**src/hw/rtl/sllsc_pkg.sv**
```systemverilog
// Package for the shared memory with load-linked / store-conditional reservations.
// Holds field widths, access kind and status codes, and the reservation request type.
// No dependencies; used by sllsc_resv, the top module and the testbench.
package sllsc_pkg;

    // Default sizes
    localparam int MEM_BYTES_DEF = 65536;
    localparam int MAX_PROCS_DEF = 8;

    // Field widths
    localparam int KIND_W = 3;
    localparam int PID_W  = 4;
    localparam int DATA_W = 32;
    localparam int ST_W   = 3;
    localparam int NP_W   = 4;
    localparam int CNT_W  = 5;   // holds a processor count up to 16

    // Stream widths (padded to whole bytes)
    localparam int S_TDATA_W = 72;  // proc_id, address, store_data
    localparam int M_TDATA_W = 40;  // read_data, status

    // Access kinds
    localparam logic [KIND_W-1:0] K_LW = 3'd0;
    localparam logic [KIND_W-1:0] K_SW = 3'd1;
    localparam logic [KIND_W-1:0] K_LL = 3'd2;
    localparam logic [KIND_W-1:0] K_SC = 3'd3;
    localparam logic [KIND_W-1:0] K_LB = 3'd4;
    localparam logic [KIND_W-1:0] K_SB = 3'd5;

    // Status codes
    localparam logic [ST_W-1:0] ST_OK     = 3'd0;
    localparam logic [ST_W-1:0] ST_RANGE  = 3'd1;
    localparam logic [ST_W-1:0] ST_ALIGN  = 3'd2;
    localparam logic [ST_W-1:0] ST_PROC   = 3'd3;
    localparam logic [ST_W-1:0] ST_SCFAIL = 3'd4;

    // Reservation table operations
    localparam logic RV_LINK  = 1'b0;
    localparam logic RV_CLEAR = 1'b1;

    typedef struct packed {
        logic              en;
        logic              op;
        logic [PID_W-1:0]  pid;
        logic [DATA_W-1:0] addr;
        logic [CNT_W-1:0]  active;
    } t_resv_req;

endpackage

```
**src/hw/rtl/sllsc_resv.sv**
```systemverilog
// Reservation table: one address and valid bit per processor, compared in parallel.
// Depends on sllsc_pkg for the request type and operation codes.
module sllsc_resv #(
    parameter int MAX_PROCS = sllsc_pkg::MAX_PROCS_DEF
) (
    input  logic                  i_clk,
    input  logic                  i_rst_n,
    input  sllsc_pkg::t_resv_req  i_req,
    output logic                  o_own_match
);

    localparam int IDX_W = (MAX_PROCS > 1) ? $clog2(MAX_PROCS) : 1;

    logic [MAX_PROCS-1:0]          r_valid;
    logic [MAX_PROCS-1:0]          n_valid;
    logic [sllsc_pkg::DATA_W-1:0]  r_addr [MAX_PROCS];
    logic [IDX_W-1:0]              own_idx;

    // Only meaningful while pid is below the active count
    assign own_idx     = i_req.pid[IDX_W-1:0];
    assign o_own_match = r_valid[own_idx] && (r_addr[own_idx] == i_req.addr);

    // Next valid bits: set on link, clear matching active entries on clear
    always_comb begin
        n_valid = r_valid;
        if (i_req.en) begin
            if (i_req.op == sllsc_pkg::RV_LINK) begin
                n_valid[own_idx] = 1'b1;
            end else begin
                for (int i = 0; i < MAX_PROCS; i++) begin
                    if ((sllsc_pkg::CNT_W'(i) < i_req.active) &&
                        (r_addr[i] == i_req.addr)) begin
                        n_valid[i] = 1'b0;
                    end
                end
            end
        end
    end

    always_ff @(posedge i_clk) begin
        if (!i_rst_n) begin
            r_valid <= '0;
        end else begin
            r_valid <= n_valid;
        end
    end

    // Reserved addresses are only looked at while valid
    always_ff @(posedge i_clk) begin
        if (i_req.en && (i_req.op == sllsc_pkg::RV_LINK)) begin
            r_addr[own_idx] <= i_req.addr;
        end
    end

endmodule

```
**config.mk**
```make
export PLATFORM = sky130hd
export DESIGN_NAME = sllsc_resv
export DESIGN_NICKNAME = d
export VERILOG_FILES = /design/src/hw/rtl/sllsc_pkg.sv /design/src/hw/rtl/sllsc_resv.sv
export SDC_FILE = /design/constraint.sdc
export NUM_CORES = 1
export LEC_CHECK = 0
export ABC_AREA = 1
export BUFFER_PORTS_ARGS = -buffer_cell sky130_fd_sc_hd__buf_2
export CORE_UTILIZATION = 60
export CTS_BUF_LIST = sky130_fd_sc_hd__clkbuf_16
export DETAILED_ROUTE_END_ITERATION = 6
export PLACE_DENSITY = 0.77
export SYNTH_ARGS = -nofsm -noshare
export SYNTH_HDL_FRONTEND = slang
export SYNTH_SLANG_ARGS = --single-unit
```
**constraint.sdc**
```tcl
create_clock -name i_clk -period 5.65 [get_ports i_clk]
set_clock_uncertainty 0.15 [all_clocks]
set_input_delay 0 -clock i_clk [delete_from_list [all_inputs] [get_ports i_clk]]
set_output_delay 0 -clock i_clk [all_outputs]
set_load 0.005 [all_outputs]
```
==> results of run 1 <==
-- sequential cells by signal, summed over array words and instances, names as in the netlist --
| signal | flops |
|---|---|
| r_addr | 256 |
| r_valid | 8 |
-- metal layers --
metal / routed length (um) / track usage
met2: 23570 / 0.6715
met3: 6983 / 0.08618
met5: 10 / 0
met1: 20120 / 0.6078
met4: 3263 / 0.2330
-- area by class of cell --
class / count / area, um2 / share of cell area
Antenna cell: 1 / 2.502 / 0.0001536
Clock buffer: 31 / 775.7 / 0.04763
Clock inverter: 23 / 123.9 / 0.007605
Inverter: 233 / 875.8 / 0.05377
Multi-Input combinational cell: 1086 / 5510 / 0.3383
Sequential cell: 264 / 7848 / 0.4818
Tap cell: 319 / 399.1 / 0.02450
Timing Repair Buffer: 100 / 753.2 / 0.04624
-- worst paths after layout --
path | from | endpoint | cells past startpoint
hold / removal | i_req[41] | r_valid[6] | 8
setup reg to reg | r_addr[0][22] | r_valid[0] | 7
setup / recovery | i_req[37] | o_own_match | 12
hold reg to reg | r_valid[7] | r_valid[7] | 1
-- Yosys cell counts --
cell,number
sky130_fd_sc_hd__nor2_2,2
sky130_fd_sc_hd__clkbuf_1,33
sky130_fd_sc_hd__o2111ai_1,11
sky130_fd_sc_hd__xnor2_1,54
sky130_fd_sc_hd__nand3_1,101
sky130_fd_sc_hd__a21oi_1,11
sky130_fd_sc_hd__nor2_1,161
sky130_fd_sc_hd__nor3_1,19
sky130_fd_sc_hd__o211ai_1,34
sky130_fd_sc_hd__o22ai_1,76
sky130_fd_sc_hd__buf_2,36
sky130_fd_sc_hd__clkinv_1,2
sky130_fd_sc_hd__o221ai_1,1
sky130_fd_sc_hd__nand2_1,425
sky130_fd_sc_hd__nand3b_1,2
sky130_fd_sc_hd__o21ai_1,13
sky130_fd_sc_hd__o211a_1,1
sky130_fd_sc_hd__o21ai_0,61
sky130_fd_sc_hd__inv_2,5
sky130_fd_sc_hd__dfxtp_1,8
sky130_fd_sc_hd__edfxtp_1,256
sky130_fd_sc_hd__nand4_1,20
sky130_fd_sc_hd__or2_2,11
sky130_fd_sc_hd__a221oi_1,1
sky130_fd_sc_hd__buf_4,3
sky130_fd_sc_hd__xor2_1,64
sky130_fd_sc_hd__buf_1,1
sky130_fd_sc_hd__inv_1,226
sky130_fd_sc_hd__nor4_1,18
-- power groups by stage --
stage / clock [uW] / sequential (uW) / combinational [uW]
after floorplan: 0 / 2250 / 300
after global placement: 0 / 2250 / 497
after detailed placement: 0 / 2250 / 503
after CTS: 1820 / 2210 / 526
after global routing: 1880 / 2210 / 575
final: 1830 / 2210 / 546
-- cell usage in the layout (no fill, tap or decap) --
cell	Yosys	final
sky130_fd_sc_hd__o22ai_1	76	76
sky130_fd_sc_hd__edfxtp_1	256	256
sky130_fd_sc_hd__nor2_2	2	3
sky130_fd_sc_hd__dlygate4sd3_1	0	39
sky130_fd_sc_hd__xor2_1	64	64
sky130_fd_sc_hd__nor2_1	161	152
sky130_fd_sc_hd__nor4_1	18	18
sky130_fd_sc_hd__a221oi_1	1	1
sky130_fd_sc_hd__dfxtp_1	8	8
sky130_fd_sc_hd__o211a_1	1	1
sky130_fd_sc_hd__nand3_1	101	101
sky130_fd_sc_hd__inv_2	5	4
sky130_fd_sc_hd__o211ai_1	34	34
sky130_fd_sc_hd__inv_6	0	1
sky130_fd_sc_hd__clkbuf_16	0	31
sky130_fd_sc_hd__bufinv_16	0	1
sky130_fd_sc_hd__o2111ai_1	11	11
sky130_fd_sc_hd__o21ai_0	61	61
sky130_fd_sc_hd__nand3b_1	2	2
sky130_fd_sc_hd__xnor2_1	54	54
sky130_fd_sc_hd__clkinv_1	2	7
sky130_fd_sc_hd__nor2_4	0	8
sky130_fd_sc_hd__buf_4	3	17
sky130_fd_sc_hd__or2_2	11	11
sky130_fd_sc_hd__inv_1	226	237
sky130_fd_sc_hd__buf_2	36	43
sky130_fd_sc_hd__diode_2	0	1
sky130_fd_sc_hd__clkinv_2	0	6
sky130_fd_sc_hd__buf_12	0	1
sky130_fd_sc_hd__nand2_1	425	425
sky130_fd_sc_hd__o221ai_1	1	1
sky130_fd_sc_hd__nand4_1	20	20
sky130_fd_sc_hd__a21oi_1	11	11
sky130_fd_sc_hd__nor3_1	19	19
sky130_fd_sc_hd__o21ai_1	13	13
-- logic make-up after synthesis --
group / synth area share
and+or+nand+nor: 0.2162
xor gates and xnor gates: 0.07127
AOI/OAI and AO/OA: 0.08827
DFF: 0.5412
buffers and inverters: 0.08310
-- per-stage QoR --
| step | util | power (uW) | setup slack [ps] |
|---|---|---|---|
| final | 0.6898 | 4585 | 2360 |
| after CTS | 0.6897 | 4555 | 2478 |
| after global routing | 0.6897 | 4674 | 2257 |
| after global placement | 0.6351 | 2748 | 2512 |
| after detailed placement | 0.6351 | 2755 | 2499 |
| after floorplan | - | 2547 | 3006 |
-- worst min-delay path: stages --
cell,delay [ps]
sky130_fd_sc_hd__buf_2,100
sky130_fd_sc_hd__nand2_1,220
sky130_fd_sc_hd__nor2_1,100
sky130_fd_sc_hd__o2111ai_1,100
sky130_fd_sc_hd__nor3_1,60
sky130_fd_sc_hd__nand2_1,60
sky130_fd_sc_hd__nor2_1,40
sky130_fd_sc_hd__nor2_1,70
-- timing repair --
| item | CTS | global route |
|---|---|---|
| endpoints found under the hold margin | 264 | 0 |
| hold buffers | 39 | 0 |
| gates resized for setup | 0 | 0 |
==> impl.org, run 1 <==
** Setup path
- The kind of cell with the highest combined delay along the critical path is buffers and inverters.
- STA classifies the critical path endpoint as an output pin.
- On the worst path, the slowest cell contributes a delay of 740 ps.
- Data required, critical path :: 5500 ps
- Worst path arrival time :: 3140 ps
- Worst setup SP type :: input pin
- R2R Setup Slk :: 2630 ps
- The largest individual stage delay along the critical path comes from the cell sky130_fd_sc_hd__clkinv_2.
- The cell that appears most often on the critical path is sky130_fd_sc_hd__nor2_1.
- By startpoint and endpoint, the worst setup path is classified as in2out.
- Max FO, Critical Path :: 42
- Traced cell by cell, the critical path runs through buf_4 -> clkinv_2 -> buf_4 -> o211ai_1 -> nand2_1 -> nor2_1 -> xor2_1 -> nand2_1 -> nor2_1 -> nand3_1 -> nor2_1 -> buf_2.
- Crit path buffers/inverters :: 4

** Synthesis
- Cell types with the largest area share after synthesis :: sky130_fd_sc_hd__edfxtp_1, sky130_fd_sc_hd__nand2_1, sky130_fd_sc_hd__inv_1, sky130_fd_sc_hd__nor2_1, sky130_fd_sc_hd__xor2_1
- Summed over all instances, the cell type with the most area after synthesis is sky130_fd_sc_hd__edfxtp_1.
- Number of synthesis warnings :: 0
- Number of synthesized register bits :: 264
- Synthesis produced a netlist whose cell count is 1,656.
- Each instance of the synthesized netlist takes up on average 8.756 um2.
- The share of the Yosys chip area taken by registers is 0.5412.
- Counting every net in the synthesized netlist gives 1,701.
- The netlist uses 29 different library cells.
- The cell area that synthesis handed to floorplanning was 14,500 um2.
- The share of synthesized area in the top cell type comes to 0.5302.

** Timing
- Setup repair after global routing left no endpoint under its margin.
- In this run the tightest slew margin relative to its limit is 0.2567.
- Setup violations remaining at the end of the flow were counted as 0.
- For the final routed database, the setup TNS stands at 0 ps.
- Pin slew with the least headroom to its limit :: 1114 ps
- Number of slew-limit violations in the final report :: 0
- Share of the clock period used by the worst path after layout :: 0.5823
- Hold is met by 80.37 ps.
- Based on the critical path, the design can be clocked at up to 304.0 MHz.
- Final critical path time including I/O delays and setup :: 3290 ps
- Final Hold Vio Count :: 0

** Run
- Max-cap violations in this run came to 0.

** CTS
- Root buffer selected by CTS :: sky130_fd_sc_hd__clkbuf_16
- Longest Clk Path Bufs :: 3
- Clock tree synthesis inserted a total of 30 buffers.
- Insertion delay of the later-clocked pin in the worst-skew pair :: 570 ps
- Clock-pin slew was measured on the worst setup and hold paths at 60 ps.
- Number of buffers inserted by post-CTS setup repair :: 0
- Number of H-tree levels :: 1
- TritonCTS built the clock tree.
- Clock tree sinks :: 264

** Placement
- Detailed placement ended at an HPWL of 37.43 mm.
- Placed inst area :: 15,000 um2
- Dpl cells :: 1,963
- The congestion estimate from routability-driven global placement came to 1.021.
- Number of input and output port buffers inserted :: 44

** Detailed routing
- Residual antenna-violating net count after detailed routing :: 0
- Number of violations reported at the end of detailed-routing iteration 0 :: 2,038
- Dividing the detail-routed wire length by the instance count gives 26.23 um.
- After detailed routing, the number of remaining DRC violations is 0.
- In the routed layout, each cell is associated on average with a via count of 6.180.
- For this block, the via count after detailed routing is 12.71k.
- Aggregate routed wire length :: 53.95 mm
- Detailed Routing Iterations Pass 1 :: 6

** Pwr
- Static Leakage :: 0.006759 uW
- Sequential fraction of design power :: 0.483
- Sw Ratio :: 0.2658
- Summed over all nets, the switching power comes to 1219 uW.
- Fraction of power consumed by combinational cells :: 0.119
- Maximum vdd ir drop :: 295.6 uV
- Internal power comes to 3366 uW.
- In this run the power density over the cells is 281.5 nW/um2.
- Of the total power, the clock network draws 0.398.

** Worst hold path
- Worst min-delay path class :: in2reg

** Layout
- Share of cells above drive strength 1 :: 0.07254
- The net count of the finished layout is 1,760.
- Relative to the synthesized area, the layout overhead comes to 12.33%.
- Area of all placed cells without fillers :: 16,290 um2
- After the flow finishes, the layout carries non-filler instances totaling 2,057.
- Number of fillers in the final layout :: 1,884

** Floorplanning
- Number of placement rows :: 56
- In this run the horizontal extent of the chip is 157.5 um.
- Area of the die :: 24,790 um2
- Core region area :: 23,610 um2
- The initial utilization of the core area, before any placement, comes to 0.6141.
- From bottom edge to top edge, the die measures 157.5 um.
- I/O pin cnt :: 46

** GRT
- The first global-routing pass estimated 76.37 mm of wire.
- Entering global routing, the biggest net connects 125 pins.
- The number of global-route vias before repair is 11.59k.
- In the global route stage, overall resource usage came out at 0.4441.
- Total grt overflow :: 0
- The initial antenna violation count came to 2.

** Status
- Outcome :: completed
(Power assumes the default switching activity.)
==> run 2: changes to the inputs <==
Clock period 5.65 ns to 3.4 ns, I/O delays scaled along.
==> impl.org, run 2 (synthesis results as in run 1) <==
** Status
- The run finished with clean final reports.

** Detailed routing
- Number of violations reported at the end of detailed-routing iteration 0 :: 2,088
- The routed design has 53.43 mm of wire.
- Routed wire length per instance :: 25.92 um
- Residual antenna-violating net count after detailed routing :: 0
- Vias after detailed routing :: 12.77k
- Via density per instance :: 6.194
- The first detailed-routing pass took 6 iterations.
- For this run, design rule violations remaining after detail routing come to 0.

** Floorplanning
- Area of the die :: 24,790 um2
- For this configuration, the core starts out at a cell density of 0.6141.
- Chip Width :: 157.5 um
- Vertical extent of the die :: 157.5 um
- Row generation in the floorplan step produced 56 rows.
- Core region area :: 23,610 um2
- I/O pin cnt :: 46

** GRT
- Total grt overflow :: 0
- In the global route stage, overall resource usage came out at 0.4404.
- Vias in the first global route :: 11.93k
- Number of antenna violations at the first check in global routing :: 2
- First-pass GRT wire length :: 76.64 mm
- Entering global routing, the biggest net connects 90 pins.

** Placement
- Post-DP HPWL :: 37.27 mm
- GPL Wtd Cong :: 1.096
- In this run the tool buffered the top-level ports with 44 buffer cells.

** Timing
- Number of endpoints failing setup at the final stage :: 0
- Dividing the final minimum period by the clock period gives 0.8703.
- Pin slew with the least headroom to its limit :: 993.9 ps
- The hold violation count in the final report is 0.
- Number of slew-limit violations in the final report :: 0
- For the final routed database, the setup TNS stands at 0 ps.
- Timing would allow up to 338.0 MHz.
- Final critical path time including I/O delays and setup :: 2959 ps
- Worst relative slew slack :: 0.3313
- Final-layout worst hold slack :: 27.36 ps
- RSZ-0062 raised after global routing :: no

** Layout
- Share of cells above drive strength 1 :: 0.07644
- Final net count :: 1,764
- Relative to the synthesized area, the layout overhead comes to 13.53%.
- The register with the most flip-flops in the layout has 256 of them.
- In the final layout, the registers with the most flip-flops are r_addr x256, r_valid x8.
- More flip-flops sit in one register than any other, and that register is r_addr.
- Most frequent cells in the layout :: sky130_fd_sc_hd__nand2_1, sky130_fd_sc_hd__edfxtp_1, sky130_fd_sc_hd__inv_1, sky130_fd_sc_hd__nor2_1, sky130_fd_sc_hd__nand3_1
- The library cell used most frequently in the layout, excluding fill and tap cells, is sky130_fd_sc_hd__nand2_1.

** Setup path
- The worst setup path is of the reg2out kind.
- The worst setup path is launched from a flip-flop.
- Crit end category :: output pin
- Worst path arrival time :: 2810 ps
- Data required, critical path :: 3250 ps
- For this run, the slowest stage of the critical path takes 560 ps.
- The cell that appears most often on the critical path is sky130_fd_sc_hd__nand2_1.
- Along the worst path, the maximum fanout reaches 2.
- The slowest stage of the critical path belongs to the cell sky130_fd_sc_hd__o21ai_0.
- Critical Path, Cell by Cell :: inv_1 -> nand2_1 -> nand3_1 -> nand2_1 -> o21ai_0 -> nand2_1 -> nor2_1 -> nand2_1 -> nor2_1 -> nand3_1 -> nor2_1 -> buf_2

** Worst hold path
- The worst hold path belongs to the class in2reg.

** Pwr
- Across the VDD grid, the largest voltage drop is 655.5 uV.
- For this design the static power due to leakage is 0.006826 uW.
- Dividing total power by cell area gives a power density of 477.2 nW/um2.
- Total design power :: 7856 uW

** CTS
- TritonCTS built the clock tree.
- Clock tree synthesis found a total of 264 sinks.
- Post-CTS clock slew at the launch and capture registers of the worst setup and hold paths :: 60 ps
- Clock tree synthesis selected as its root buffer the cell sky130_fd_sc_hd__clkbuf_16.
- CTS built an H-tree with a depth of 1.
- The clock passes through at most 3 buffers.
- Number of buffers inserted during clock tree synthesis :: 28
- Number of cells upsized or downsized after cts :: 0
- Insertion delay of the later-clocked pin in the worst-skew pair :: 560 ps

** Run
- Max Cap Viol :: 0
## run 2: cell count changes in the layout (fill, tap and decap cells not counted), moves of 2 or more
cell / change
sky130_fd_sc_hd__bufinv_16: +5
sky130_fd_sc_hd__clkbuf_16: -2
sky130_fd_sc_hd__buf_12: +5
sky130_fd_sc_hd__buf_4: +3
sky130_fd_sc_hd__clkinv_2: -3
sky130_fd_sc_hd__inv_1: -3
sky130_fd_sc_hd__dlygate4sd3_1: -2
## run 2: layout make-up
cell class / instances / area, um2
clock buffers: 29 / 725.7
multi-input cells: 1086 / 5510
inverters: 233 / 875.8
fillers: 1862 / 7151
well taps: 319 / 399.1
flip-flops and latches: 264 / 7848
repair buffers: 106 / 855.8
clock inverters: 22 / 242.7
diodes: 2 / 5.005
## run 2: worst max-delay path: cells and delay by family (launching register included)
kind / cells / cell delay, ps
AND/OR/NAND/NOR: 9 / 1010
AO/OA/AOI/OAI: 1 / 560
flip-flops: 1 / 420
buffers and inverters: 2 / 260
## run 2: power breakdown
part	leakage (uW)	switching [uW]	internal (uW)
clock	0.000502	1280	1980
combinational	0.00395	654	263
sequential	0.00238	41.6	3640
## run 2: per-layer routing
metal,track usage,wire length [um],vias to the layer above
met1,0.5979,19820,5912
met5,0,13,-
met3,0.07985,6641,186
met4,0.2358,3357,2
li1,-,-,5645
met2,0.6734,23600,1021
## run 2: timing repair
| item | CTS | global route |
|---|---|---|
| endpoints found under the hold margin | 264 | 0 |
| hold buffers | 37 | 0 |
| setup buffers | 0 | 0 |
## run 2: metrics by stage
stage | setup slack, ps | cell area [um2] | util | std cells
floorplan | 756.2 | 14500 | - | 1656
global route | 276.3 | 16460 | 0.6971 | 2060
CTS | 496.5 | 16460 | 0.6970 | 2059
finish | 441.0 | 16460 | 0.6972 | 2061
global placement | 921.7 | 15120 | 0.6403 | 1971
detailed placement | 827.1 | 15120 | 0.6403 | 1971
## run 2: path summary, 6_finish.rpt
path / depth (start not counted) / start / slack, ps / endpoint
min reg2reg: 1 / r_valid[7] / 360 / r_valid[7]
max: 12 / r_addr[1][27] / 440 / o_own_match
max reg2reg: 9 / r_addr[5][25] / 790 / r_valid[5]
min: 7 / i_req[41] / 30 / r_valid[7]
